File: config.mk
export PLATFORM = sky130hd
export DESIGN_NAME = moving_average_filter
export DESIGN_NICKNAME = d
export VERILOG_FILES = /design/src/rtl/core/mavg_pkg.sv /design/src/rtl/core/mavg_front.sv /design/src/rtl/core/mavg_div.sv /design/src/rtl/core/mavg_back.sv /design/src/rtl/core/moving_average_filter.sv
export SDC_FILE = /design/constraint.sdc
export NUM_CORES = 1
export LEC_CHECK = 0
export BUFFER_PORTS_ARGS = -buffer_cell sky130_fd_sc_hd__buf_2
export CORE_MARGIN = 1.5
export CORE_UTILIZATION = 50
export DETAILED_ROUTE_END_ITERATION = 12
export PLACE_DENSITY = 0.66
export SLEW_MARGIN = 20
export SYNTH_ARGS = -nofsm -noshare
export SYNTH_HDL_FRONTEND = slang
export SYNTH_SLANG_ARGS = --single-unit
File: constraint.sdc
create_clock -name clk -period 6.1 [get_ports clk]
set_clock_uncertainty 0.15 [all_clocks]
set_input_delay 0.915 -clock clk [delete_from_list [all_inputs] [get_ports clk]]
set_output_delay 0.915 -clock clk [all_outputs]
set_load 0.01 [all_outputs]
File: src/rtl/core/mavg_pkg.sv
`timescale 1ns / 1ps

package mavg_pkg;

    // Field widths fixed by the interface
    localparam int SAMPLE_W = 16;
    localparam int AVG_W    = 24;
    localparam int FRAC_W   = 8;

    // Item kind codes
    localparam logic KIND_SAMPLE = 1'b0;
    localparam logic KIND_CLEAR  = 1'b1;

    // Command queue between front and back
    localparam int QUEUE_DEPTH = 2;
    localparam int QUEUE_PTR_W = $clog2(QUEUE_DEPTH);
    localparam int QUEUE_CNT_W = $clog2(QUEUE_DEPTH + 1);

    // Classified item as it travels through the queue
    typedef struct packed {
        logic                       is_clear;
        logic signed [SAMPLE_W-1:0] sample;
    } item_cmd_t;

    // Back end sequencer
    typedef enum logic [1:0] {
        B_IDLE,
        B_READ,
        B_UPDATE
    } back_state_t;

    // Serial divider
    typedef enum logic [1:0] {
        D_IDLE,
        D_RUN,
        D_DONE
    } div_state_t;

endpackage

File: src/rtl/core/mavg_front.sv
`timescale 1ns / 1ps

module mavg_front
    import mavg_pkg::*;
(
    input  logic                       clk,
    input  logic                       rst_n,
    input  logic                       in_valid,
    output logic                       in_ready,
    input  logic                       kind,
    input  logic signed [SAMPLE_W-1:0] sample,
    output logic                       q_valid,
    output item_cmd_t                  q_cmd,
    input  logic                       q_pop
);

    item_cmd_t              slot_mem_reg [QUEUE_DEPTH];
    logic [QUEUE_PTR_W-1:0] wr_ptr_reg, wr_ptr_next;
    logic [QUEUE_PTR_W-1:0] rd_ptr_reg, rd_ptr_next;
    logic [QUEUE_CNT_W-1:0] cnt_reg, cnt_next;
    item_cmd_t              cmd_in;
    logic                   push;
    logic                   pop;

    // Classify the incoming item
    always_comb
    begin
        cmd_in.is_clear = (kind == KIND_CLEAR);
        cmd_in.sample   = sample;
    end

    assign in_ready = (cnt_reg != QUEUE_CNT_W'(QUEUE_DEPTH));
    assign push     = in_valid && in_ready;
    assign q_valid  = (cnt_reg != '0);
    assign pop      = q_valid && q_pop;
    assign q_cmd    = slot_mem_reg[rd_ptr_reg];

    // Pointer and occupancy update
    always_comb
    begin
        wr_ptr_next = push ? wr_ptr_reg + 1'b1 : wr_ptr_reg;
        rd_ptr_next = pop ? rd_ptr_reg + 1'b1 : rd_ptr_reg;
        cnt_next    = cnt_reg;
        if (push && !pop)
        begin
            cnt_next = cnt_reg + 1'b1;
        end
        else if (pop && !push)
        begin
            cnt_next = cnt_reg - 1'b1;
        end
    end

    always_ff @(posedge clk or negedge rst_n)
    begin
        if (!rst_n)
        begin
            wr_ptr_reg <= '0;
            rd_ptr_reg <= '0;
            cnt_reg    <= '0;
        end
        else
        begin
            wr_ptr_reg <= wr_ptr_next;
            rd_ptr_reg <= rd_ptr_next;
            cnt_reg    <= cnt_next;
        end
    end

    // Queue storage, no reset needed
    always_ff @(posedge clk)
    begin
        if (push)
        begin
            slot_mem_reg[wr_ptr_reg] <= cmd_in;
        end
    end

endmodule

File: src/rtl/core/mavg_div.sv
`timescale 1ns / 1ps

module mavg_div
    import mavg_pkg::*;
#(
    parameter int SUM_W = 20,
    parameter int CNT_W = 5
)
(
    input  logic                    clk,
    input  logic                    rst_n,
    input  logic                    start,
    input  logic signed [SUM_W-1:0] sum,
    input  logic [CNT_W-1:0]        count,
    output logic                    idle,
    output logic                    out_valid,
    input  logic                    out_ready,
    output logic signed [AVG_W-1:0] average
);

    localparam int DW     = SUM_W + FRAC_W;
    localparam int STEP_W = $clog2(DW);

    div_state_t          state_reg, state_next;
    logic [DW-1:0]       dq_reg, dq_next;
    logic [CNT_W-1:0]    rem_reg, rem_next;
    logic [CNT_W-1:0]    dvs_reg, dvs_next;
    logic [STEP_W-1:0]   step_reg, step_next;
    logic                neg_reg, neg_next;
    logic                res_valid_reg, res_valid_next;
    logic [AVG_W-1:0]    res_reg, res_next;
    logic [SUM_W-1:0]    sum_mag;
    logic [CNT_W:0]      rem_shift;
    logic [CNT_W:0]      rem_sub;
    logic                q_bit;
    logic                last_step;
    logic                res_load;
    logic [AVG_W-1:0]    quo;

    // Magnitude of the dividend; the most negative sum still fits unsigned
    assign sum_mag   = sum[SUM_W-1] ? (~sum + 1'b1) : sum;

    // One restoring step per cycle
    assign rem_shift = {rem_reg, dq_reg[DW-1]};
    assign rem_sub   = rem_shift - {1'b0, dvs_reg};
    assign q_bit     = (rem_shift >= {1'b0, dvs_reg});
    assign last_step = (step_reg == STEP_W'(DW - 1));

    assign quo       = dq_reg[AVG_W-1:0];
    assign res_load  = (state_reg == D_DONE) && (!res_valid_reg || out_ready);

    // Next state
    always_comb
    begin
        state_next = state_reg;
        case (state_reg)
            D_IDLE:
            begin
                if (start)
                begin
                    state_next = D_RUN;
                end
            end
            D_RUN:
            begin
                if (last_step)
                begin
                    state_next = D_DONE;
                end
            end
            D_DONE:
            begin
                if (res_load)
                begin
                    state_next = D_IDLE;
                end
            end
            default:
            begin
                state_next = D_IDLE;
            end
        endcase
    end

    // Datapath and outputs
    always_comb
    begin
        dq_next        = dq_reg;
        rem_next       = rem_reg;
        dvs_next       = dvs_reg;
        step_next      = step_reg;
        neg_next       = neg_reg;
        res_next       = res_reg;
        res_valid_next = res_valid_reg;
        idle           = 1'b0;
        if (res_valid_reg && out_ready)
        begin
            res_valid_next = 1'b0;
        end
        case (state_reg)
            D_IDLE:
            begin
                idle = 1'b1;
                if (start)
                begin
                    dq_next   = {sum_mag, {FRAC_W{1'b0}}};
                    rem_next  = '0;
                    dvs_next  = count;
                    step_next = '0;
                    neg_next  = sum[SUM_W-1];
                end
            end
            D_RUN:
            begin
                dq_next   = {dq_reg[DW-2:0], q_bit};
                rem_next  = q_bit ? rem_sub[CNT_W-1:0] : rem_shift[CNT_W-1:0];
                step_next = step_reg + 1'b1;
            end
            D_DONE:
            begin
                if (res_load)
                begin
                    res_next       = neg_reg ? (~quo + 1'b1) : quo;
                    res_valid_next = 1'b1;
                end
            end
            default:
            begin
                idle = 1'b0;
            end
        endcase
    end

    always_ff @(posedge clk or negedge rst_n)
    begin
        if (!rst_n)
        begin
            state_reg     <= D_IDLE;
            res_valid_reg <= 1'b0;
        end
        else
        begin
            state_reg     <= state_next;
            res_valid_reg <= res_valid_next;
        end
    end

    always_ff @(posedge clk)
    begin
        dq_reg   <= dq_next;
        rem_reg  <= rem_next;
        dvs_reg  <= dvs_next;
        step_reg <= step_next;
        neg_reg  <= neg_next;
        res_reg  <= res_next;
    end

    assign out_valid = res_valid_reg;
    assign average   = res_reg;

    // Checks
    a_no_zero_divisor: assert property (@(posedge clk) disable iff (!rst_n)
        (start && idle) |-> (count != '0))
        else $error("divider started with zero count");

    a_start_runs: assert property (@(posedge clk) disable iff (!rst_n)
        (start && idle) |=> (state_reg == D_RUN))
        else $error("divider did not start");

    a_done_keeps_result: assert property (@(posedge clk) disable iff (!rst_n)
        (state_reg == D_DONE && res_valid_reg && !out_ready) |=> res_valid_reg)
        else $error("pending result dropped");

endmodule

File: src/rtl/core/mavg_back.sv
`timescale 1ns / 1ps

module mavg_back
    import mavg_pkg::*;
#(
    parameter int WINDOW = 16,
    parameter int SUM_W  = 20,
    parameter int CNT_W  = 5,
    parameter int SLOT_W = 4
)
(
    input  logic                    clk,
    input  logic                    rst_n,
    input  logic                    q_valid,
    input  item_cmd_t               q_cmd,
    output logic                    q_pop,
    input  logic                    div_idle,
    output logic                    div_start,
    output logic signed [SUM_W-1:0] div_sum,
    output logic [CNT_W-1:0]        div_count
);

    back_state_t                state_reg, state_next;
    logic signed [SUM_W-1:0]    sum_reg, sum_next;
    logic [CNT_W-1:0]           count_reg, count_next;
    logic [SLOT_W-1:0]          slot_reg, slot_next;
    logic signed [SAMPLE_W-1:0] cur_reg;
    logic signed [SAMPLE_W-1:0] ring_rd_reg;
    logic signed [SAMPLE_W-1:0] ring_mem [WINDOW];
    logic                       take;
    logic                       take_sample;
    logic                       ring_wr;
    logic                       full;
    logic signed [SUM_W-1:0]    old_ext;
    logic signed [SUM_W-1:0]    cur_ext;
    logic signed [SUM_W-1:0]    sum_upd;
    logic [CNT_W-1:0]           count_upd;

    assign full        = (count_reg == CNT_W'(WINDOW));
    assign take        = q_valid && q_pop;
    assign take_sample = take && !q_cmd.is_clear;

    // Oldest sample drops out only once the window is full
    assign old_ext   = full ? SUM_W'(ring_rd_reg) : '0;
    assign cur_ext   = SUM_W'(cur_reg);
    assign sum_upd   = sum_reg - old_ext + cur_ext;
    assign count_upd = full ? count_reg : count_reg + 1'b1;

    // Next state
    always_comb
    begin
        state_next = state_reg;
        case (state_reg)
            B_IDLE:
            begin
                if (take_sample)
                begin
                    state_next = B_READ;
                end
            end
            B_READ:
            begin
                state_next = B_UPDATE;
            end
            B_UPDATE:
            begin
                state_next = B_IDLE;
            end
            default:
            begin
                state_next = B_IDLE;
            end
        endcase
    end

    // Outputs and filter state update
    always_comb
    begin
        q_pop      = 1'b0;
        div_start  = 1'b0;
        ring_wr    = 1'b0;
        sum_next   = sum_reg;
        count_next = count_reg;
        slot_next  = slot_reg;
        case (state_reg)
            B_IDLE:
            begin
                // a clear needs no divider, a sample waits for it
                q_pop = q_cmd.is_clear || div_idle;
                if (take && q_cmd.is_clear)
                begin
                    sum_next   = '0;
                    count_next = '0;
                    slot_next  = '0;
                end
            end
            B_READ:
            begin
                q_pop = 1'b0;
            end
            B_UPDATE:
            begin
                div_start  = 1'b1;
                ring_wr    = 1'b1;
                sum_next   = sum_upd;
                count_next = count_upd;
                slot_next  = (slot_reg == SLOT_W'(WINDOW - 1)) ? '0 : slot_reg + 1'b1;
            end
            default:
            begin
                q_pop = 1'b0;
            end
        endcase
    end

    assign div_sum   = sum_upd;
    assign div_count = count_upd;

    always_ff @(posedge clk or negedge rst_n)
    begin
        if (!rst_n)
        begin
            state_reg <= B_IDLE;
            sum_reg   <= '0;
            count_reg <= '0;
            slot_reg  <= '0;
        end
        else
        begin
            state_reg <= state_next;
            sum_reg   <= sum_next;
            count_reg <= count_next;
            slot_reg  <= slot_next;
        end
    end

    // Hold the sample being processed
    always_ff @(posedge clk)
    begin
        if (take_sample)
        begin
            cur_reg <= q_cmd.sample;
        end
    end

    // Sample ring: registered read of the oldest entry
    always_ff @(posedge clk)
    begin
        if (take_sample)
        begin
            ring_rd_reg <= ring_mem[slot_reg];
        end
    end

    always_ff @(posedge clk)
    begin
        if (ring_wr)
        begin
            ring_mem[slot_reg] <= cur_reg;
        end
    end

    // Checks
    a_count_bound: assert property (@(posedge clk) disable iff (!rst_n)
        count_reg <= CNT_W'(WINDOW))
        else $error("fill count beyond window");

    a_slot_bound: assert property (@(posedge clk) disable iff (!rst_n)
        slot_reg <= SLOT_W'(WINDOW - 1))
        else $error("write slot beyond window");

    a_start_when_idle: assert property (@(posedge clk) disable iff (!rst_n)
        div_start |-> div_idle)
        else $error("divider started while busy");

    a_read_then_update: assert property (@(posedge clk) disable iff (!rst_n)
        (state_reg == B_READ) |=> (state_reg == B_UPDATE))
        else $error("update step skipped");

endmodule

File: src/rtl/core/moving_average_filter.sv
`timescale 1ns / 1ps

// Boxcar moving average over the last WINDOW signed 16-bit samples. A sample
// item (kind 0) produces one result: the running sum times 256 divided by the
// number of samples held (up to WINDOW), truncated toward zero, as a signed
// value with 8 fraction bits; until the window fills this averages the samples
// seen so far. A clear item (kind 1) zeroes sum, fill count and write slot and
// produces no result. A two-entry queue decouples input acceptance from the
// filter core, and the result sits in an output register. In the core a sample
// is dequeued, its ring entry is read, sum and fill count are updated, the
// restoring divider (SUM_W = 16 + clog2(WINDOW)) yields one quotient bit per
// cycle and the result is loaded into the output register. A new sample is
// dequeued only once the divider is idle; a clear does not wait for it.

module moving_average_filter
    import mavg_pkg::*;
#(
    parameter int WINDOW = 16
)
(
    input  logic                       clk,
    input  logic                       rst_n,
    input  logic                       in_valid,
    output logic                       in_ready,
    input  logic                       kind,
    input  logic signed [SAMPLE_W-1:0] sample,
    output logic                       out_valid,
    input  logic                       out_ready,
    output logic signed [AVG_W-1:0]    average
);

    localparam int SUM_W  = SAMPLE_W + $clog2(WINDOW);
    localparam int CNT_W  = $clog2(WINDOW + 1);
    localparam int SLOT_W = (WINDOW > 1) ? $clog2(WINDOW) : 1;

    logic                    q_valid;
    item_cmd_t               q_cmd;
    logic                    q_pop;
    logic                    div_idle;
    logic                    div_start;
    logic signed [SUM_W-1:0] div_sum;
    logic [CNT_W-1:0]        div_count;

    // Front: accept and classify, queue commands
    mavg_front u_front (
        .clk      (clk),
        .rst_n    (rst_n),
        .in_valid (in_valid),
        .in_ready (in_ready),
        .kind     (kind),
        .sample   (sample),
        .q_valid  (q_valid),
        .q_cmd    (q_cmd),
        .q_pop    (q_pop)
    );

    // Back: ring, running sum and fill count
    mavg_back #(
        .WINDOW (WINDOW),
        .SUM_W  (SUM_W),
        .CNT_W  (CNT_W),
        .SLOT_W (SLOT_W)
    ) u_back (
        .clk       (clk),
        .rst_n     (rst_n),
        .q_valid   (q_valid),
        .q_cmd     (q_cmd),
        .q_pop     (q_pop),
        .div_idle  (div_idle),
        .div_start (div_start),
        .div_sum   (div_sum),
        .div_count (div_count)
    );

    // Serial divider with output register
    mavg_div #(
        .SUM_W (SUM_W),
        .CNT_W (CNT_W)
    ) u_div (
        .clk       (clk),
        .rst_n     (rst_n),
        .start     (div_start),
        .sum       (div_sum),
        .count     (div_count),
        .idle      (div_idle),
        .out_valid (out_valid),
        .out_ready (out_ready),
        .average   (average)
    );

endmodule
==> results of run 1 <==
-- power by group --
part / internal [mW] / total [mW] / switching [mW]
Sequential: 4.05 / 4.58 / 0.527
Clock: 1.47 / 2.58 / 1.11
Combinational: 2.03 / 4.95 / 2.92
Total: 7.55 / 12.1 / 4.55
-- layer usage --
layer	share of wire, %	track usage (%)	up-vias	wire length (um)
li1	-	-	4783	-
met1	43	26.8	5305	16300
met2	50	33.4	249	19100
met3	4.3	3.05	67	1630
met4	2.7	7.13	0	1020
met5	0	0	-	0
-- cell usage after synthesis (6+ instances only) --
library cell  instances  area share, %
a211o_1               6           0.27
a21o_1                9           0.35
a21oi_1              17           0.44
a31oi_1              11           0.36
and2_1               35            1.1
buf_1                 6           0.12
buf_2                 7           0.18
clkbuf_1             36           0.70
dfrtp_1              38            4.9
edfxtp_1            390             61
fa_1                 20            2.1
ha_1                 36            2.3
inv_1                98            1.9
mux2_2               17           0.99
mux4_2               80            9.3
nand2_1              74            1.4
nand2b_1             13           0.42
nand3_1              23           0.60
nand4_1              13           0.42
nor2_1               56            1.1
nor2b_1               6           0.19
nor3_1               15           0.39
o211ai_1              6           0.23
o21ai_0              25           0.65
o22ai_1              15           0.49
o31ai_1              10           0.39
o41ai_1               6           0.27
or2_2                 6           0.19
xnor2_1              31            1.4
xor2_1               13           0.59
-- stage by stage --
| stage | hold WS (ps) | std cells | instance area (sq um) |
|---|---|---|---|
| 4_1_cts | 329 | 1828 | 21500 |
| 2_1_floorplan | 290 | 1223 | 19300 |
| 5_1_grt | 355 | 1828 | 21500 |
| 3_3_place_gp | 314 | 1746 | 20100 |
| 6_report | 319 | 1828 | 21500 |
| 3_5_place_dp | 316 | 1746 | 20100 |
-- placed cells by master (no fill, tap or decap), types with 5 or more instances in the layout --
cell,synthesis,routed
nor2_1,56,55
mux2_2,17,17
inv_1,98,98
mux4_2,80,80
and2_1,35,33
buf_2,7,46
o21ai_0,25,24
xor2_1,13,13
xnor2_1,31,31
nand2b_1,13,13
or3_1,5,5
a31oi_1,11,11
nor3_1,15,15
dfrtp_1,38,36
or4_1,5,5
clkbuf_16,0,45
o31ai_1,10,10
ha_1,36,36
a21oi_2,5,5
o22ai_1,15,15
nand2_1,74,74
nand4_1,13,13
buf_4,1,18
o211ai_1,6,6
a211oi_1,5,5
clkbuf_1,36,12
edfxtp_1,390,390
a21o_1,9,9
or2_2,6,6
fa_1,20,20
clkinv_1,0,11
clkinv_2,0,5
a21oi_1,17,17
nor4_1,5,5
nand3_1,23,23
a211o_1,6,6
o41ai_1,6,6
-- cell type report --
type / count / area share, %
Clock buffer: 59 / 5.57
Multi-Input combinational cell: 644 / 28.2
Tap cell: 511 / 2.97
Timing Repair Buffer: 64 / 1.70
Sequential cell: 428 / 58.9
Clock inverter: 23 / 0.919
Inverter: 99 / 1.73
-- worst max-delay path: stages, from the launching register on --
cell	delay, ps
dfrtp_1	390
inv_1	80
ha_1	190
nand2_1	60
nor3_1	50
buf_4	190
and2_1	180
fa_1	530
inv_1	60
ha_1	320
a21oi_1	220
nor2_2	100
nor4_2	530
o32ai_2	210
o211ai_1	220
a21oi_2	90
xnor2_2	170
buf_4	200
or4b_1	540
o31ai_2	180
-- kinds of logic (layout without fill, tap and decap cells) --
logic type / count (synthesis) / count (layout) / synth area share [%]
AO/OA/AOI/OAI: 149 / 149 / 5.76
XOR/XNOR: 49 / 49 / 2.53
adder cells (fa/ha/maj): 56 / 56 / 4.41
buffers and inverters: 151 / 245 / 3.08
flip-flops: 428 / 428 / 65.6
multiplexers: 97 / 97 / 10.3
AND/OR/NAND/NOR: 293 / 293 / 8.29
-- final timing paths --
check                                     from  depth (start not counted)  slack (ps)                  end
hold / removal                           rst_n                          1         320   u_back.sum_reg[16]
setup reg to reg           u_back.count_reg[0]                         19        1290     u_div.dq_reg[27]
min in group clk           u_back.state_reg[1]                          1         330  u_back.state_reg[1]
max in group asynchronous                rst_n                          1        4750   u_back.slot_reg[0]
setup / recovery           u_back.count_reg[0]                         19        1290     u_div.dq_reg[27]
hold reg to reg            u_back.state_reg[1]                          1         330  u_back.state_reg[1]
==> metrics.csv, run 1 <==
metric,value,unit
post_cts_buffers,0,
cts_max_level,2,
route.detailed.drc,0,
cts-root-buf,clkbuf_16,
cts_tree,done,
dieArea,39800,sq um
drv_slew,0,
synthDistinctLibCells,88,
multi_input_area,6080,sq um
setup_viol,0,
cts.sinks,428,
worst_ep_required_time,6360,ps
antenna_found_initial,0,
fin_util,56.9,%
insertion_delay,570,ps
syn_nets,1300,
regArea,12700,sq um
cp-start-kind,register,
routedWlPerCell,20.8,um
worst_pin_slew,1190,ps
fin_ws,1290,ps
grt_pass1_vias,10500,
min_period,4810,ps
dpl.hpwl,23800,um
async_reset_ff_share,8.88,%
dieHeight,199,um
wl,38100,um
hp-class,in -> async,
fillers,2953,
final_antenna_net_count,0,
setup_tns,0,ps
grt_pass1_wl,59600,um
grt_overflow,0,
worstPathMaxFanout,18,
core,37800,sq um
ys.warnings.count,0,
syn_to_final_growth,11.5,%
ys_seq_area_share,65.6,%
nets,1359,
fmax,208,MHz
synth.ff_latch_count,428,
vdd_drop_max,0.381,mV
viasPerCell,5.69,
synth-main-ff-cell,edfxtp_1,
start_util,51.0,%
hold_viol_final,0,
synth-edff-count,390,
drtPass1Iterations,5,
p_total,12.1,mW
synth.avg_cell_area,15.8,sq um
cts.reportedPaths.clkPinSlew,60,ps
cap_viol_max_count,0,
drt_iter0_markers,702,
grt_use_total,20.0,%
gp_congestion,0.822,
pre_cts_ws,1300,ps
drive_above_1_share,21.0,%
power_density,563,nW/um^2
syn_inst,1223,
num_rows,71,
routed-via-count,10400,
rsz0062_at_grt,no,
cp.arrival,5070,ps
clockBufferDepth,3,
grt_max_degree,43,
cts_made_buffers,45,
leakage,7.48,nW
postCtsHoldBufs,0,
die_x,199,um
outcome,finished clean,
slew-limit-headroom,20.6,%
largest_reg_flops,256,
diodes,0,
portBuffers,46,
ctsResizeCount,0,
critical_path_class,reg -> reg,
post-route-period-util,78.9,%
pin_count,47,
critical_path.endpoint_type,register,
netlist_area,19300,sq um
Note: power is estimated with default switching activity, not from simulation.
==> inputs of run 2 (changes only) <==
==> constraint.sdc (replaced) <==
create_clock -name clk -period 4.55 [get_ports clk]
set_clock_uncertainty 0.15 [all_clocks]
set_input_delay 0.6825 -clock clk [delete_from_list [all_inputs] [get_ports clk]]
set_output_delay 0.6825 -clock clk [all_outputs]
set_load 0.01 [all_outputs]
==> run 2 against run 1 <==
Critical path type unchanged; sequential power rose by 30%; die area is the same; hold slack worse by 180 ps; maximum frequency increased by 8.7%; critical path depth did not move; sequential share of layout area decreased by 2.3 points; sequential cell count unchanged; cell area up 4.1%; wire length is 4.8% higher; worst setup slack got worse by 1200 ps; global-route usage is 0.89 points higher; first-iteration DRC count is 1.9% higher.
==> metrics.csv, run 2 (synthesis results as in run 1) <==
metric,value,unit
fin_util,59.2,%
cts_made_buffers,44,
portBuffers,46,
hold_viol_final,0,
insertion_delay,580,ps
route.detailed.drc,0,
grt_overflow,0,
routed-via-count,10700,
diodes,0,
fillers,2901,
crit_path_cell_trace,inv_1 > ha_1 > nand2_1 > nor3_2 > buf_6 > and2_1 > fa_1 > inv_1 > ha_4 > buf_4 > or2_1 > o31a_2 > xnor2_4 > and4b_1 > nand2_1 > or4_4 > and4bb_1 > a2111o_1 > o211ai_2,
die_x,199,um
cts.reportedPaths.clkPinSlew,60,ps
cts_max_level,2,
drive_above_1_share,27.3,%
placed_area,20500,sq um
grt_max_degree,48,
min_period,4430,ps
crit_path_max_incr_delay,600,ps
layout_common_cells,"390 x edfxtp_1, 97 x inv_1, 82 x buf_4",
cp-start-kind,register,
dieHeight,199,um
post-route-period-util,97.3,%
critical_path_class,reg -> reg,
wl,39900,um
largest_reg_flops,256,
multi_input_area,6340,sq um
fmax,226,MHz
cp.arrival,4590,ps
routedWlPerCell,21.1,um
cts_tree,done,
worst_pin_slew,1120,ps
syn_to_final_growth,16.0,%
pre_cts_ws,-90.4,ps
cts-root-buf,clkbuf_16,
dpl.hpwl,24900,um
outcome,finished clean,
layout_commonest_cell,edfxtp_1,
worst_ep_required_time,4720,ps
clockBufferDepth,3,
final_antenna_net_count,0,
gp_congestion,0.821,
regArea,12700,sq um
leakage,7.90,nW
drv_slew,0,
slew-limit-headroom,25.6,%
worstPathMaxFanout,12,
cap_viol_max_count,0,
cts.sinks,428,
grt_pass1_wl,61700,um
power_density,808,nW/um^2
dieArea,39800,sq um
start_util,51.0,%
nets,1429,
pin_count,47,
critical_path.endpoint_type,register,
slowest_stage,or4_4,
grt_pass1_vias,10900,
rsz0062_at_grt,yes,
drt_iter0_markers,715,
hp-class,in -> reg,
grt_use_total,20.9,%
final_cell_area,22400,sq um
setup_viol,0,
setup_tns,0,ps
drtPass1Iterations,5,
vdd_drop_max,0.402,mV
antenna_found_initial,0,
viasPerCell,5.65,
core,37800,sq um
num_rows,71,
fin_ws,124,ps
[run 2: cell count changes in the layout (fill, tap and decap cells not counted), sizes merged]
| cell | delta |
|---|---|
| clkbuf | -2 |
| dlygate4sd3 | +1 |
| buf | +69 |
| clkinv | -1 |
| bufinv | +1 |
[run 2: path summary, 6_finish.rpt]
path / cells past startpoint / endpoint / slack [ps] / start
max: 19 / u_div.dq_reg[26] / 120 / u_back.count_reg[0]
min reg2reg: 1 / u_back.state_reg[1] / 330 / u_back.state_reg[1]
max reg2reg: 19 / u_div.dq_reg[26] / 120 / u_back.count_reg[0]
min: 1 / u_front.slot_mem_reg[1][2] / 140 / sample[2]
min in group asynchronous: 2 / u_back.sum_reg[15] / 490 / rst_n
max in group asynchronous: 2 / u_back.slot_reg[0] / 3300 / rst_n
[run 2: report_power, final]
part / switching [mW] / internal (mW) / total, mW
Combinational: 4.63 / 4.01 / 8.63
Sequential: 0.537 / 5.42 / 5.96
Clock: 1.50 / 2.00 / 3.50
Total: 6.66 / 11.4 / 18.1
[run 2: critical path, delay by kind of cell (launching register included)]
| kind | cells | cell delay (ps) |
|---|---|---|
| compound gates | 3 | 390 |
| xor+xnor | 1 | 210 |
| fa+ha+maj | 3 | 760 |
| buf+inv | 4 | 500 |
| flops | 1 | 370 |
| simple gates | 8 | 1780 |
[run 2: cell type report]
cell class	instances	share of cell area, %
Inverter	99	1.66
Timing Repair Buffer	135	4.36
Tap cell	511	2.86
Clock inverter	23	1.01
Sequential cell	428	56.6
Clock buffer	56	5.21
Multi-Input combinational cell	644	28.3
[run 2: metrics by stage]
| step | std cells | hold slack, ps | power, mW |
|---|---|---|---|
| after CTS | 1878 | 115 | 17.3 |
| after global placement | 1799 | 313 | 13.5 |
| final | 1896 | 139 | 18.1 |
| after detailed placement | 1799 | 322 | 13.7 |
| after global routing | 1896 | 121 | 19.2 |
| after floorplan | 1223 | 237 | 11.2 |
[run 2: timing repair]
| item | CTS | global route |
|---|---|---|
| resized for setup | 3 | 37 |
| hold buffers | 0 | 1 |
| setup endpoints to repair | 4 | 20 |
| buffers inserted | 0 | 14 |
| hold endpoints to repair | 0 | 13 |
| pin swaps | 0 | 19 |
| gates cloned | 0 | 1 |
[run 2: routing by layer]
| layer | vias to the layer above | global-route usage, % | wire [um] |
|---|---|---|---|
| met2 | 286 | 34.0 | 19700 |
| li1 | 4926 | - | - |
| met5 | - | 0 | 0 |
| met1 | 5440 | 29.0 | 17400 |
| met3 | 65 | 3.04 | 1930 |
| met4 | 0 | 7.18 | 942 |
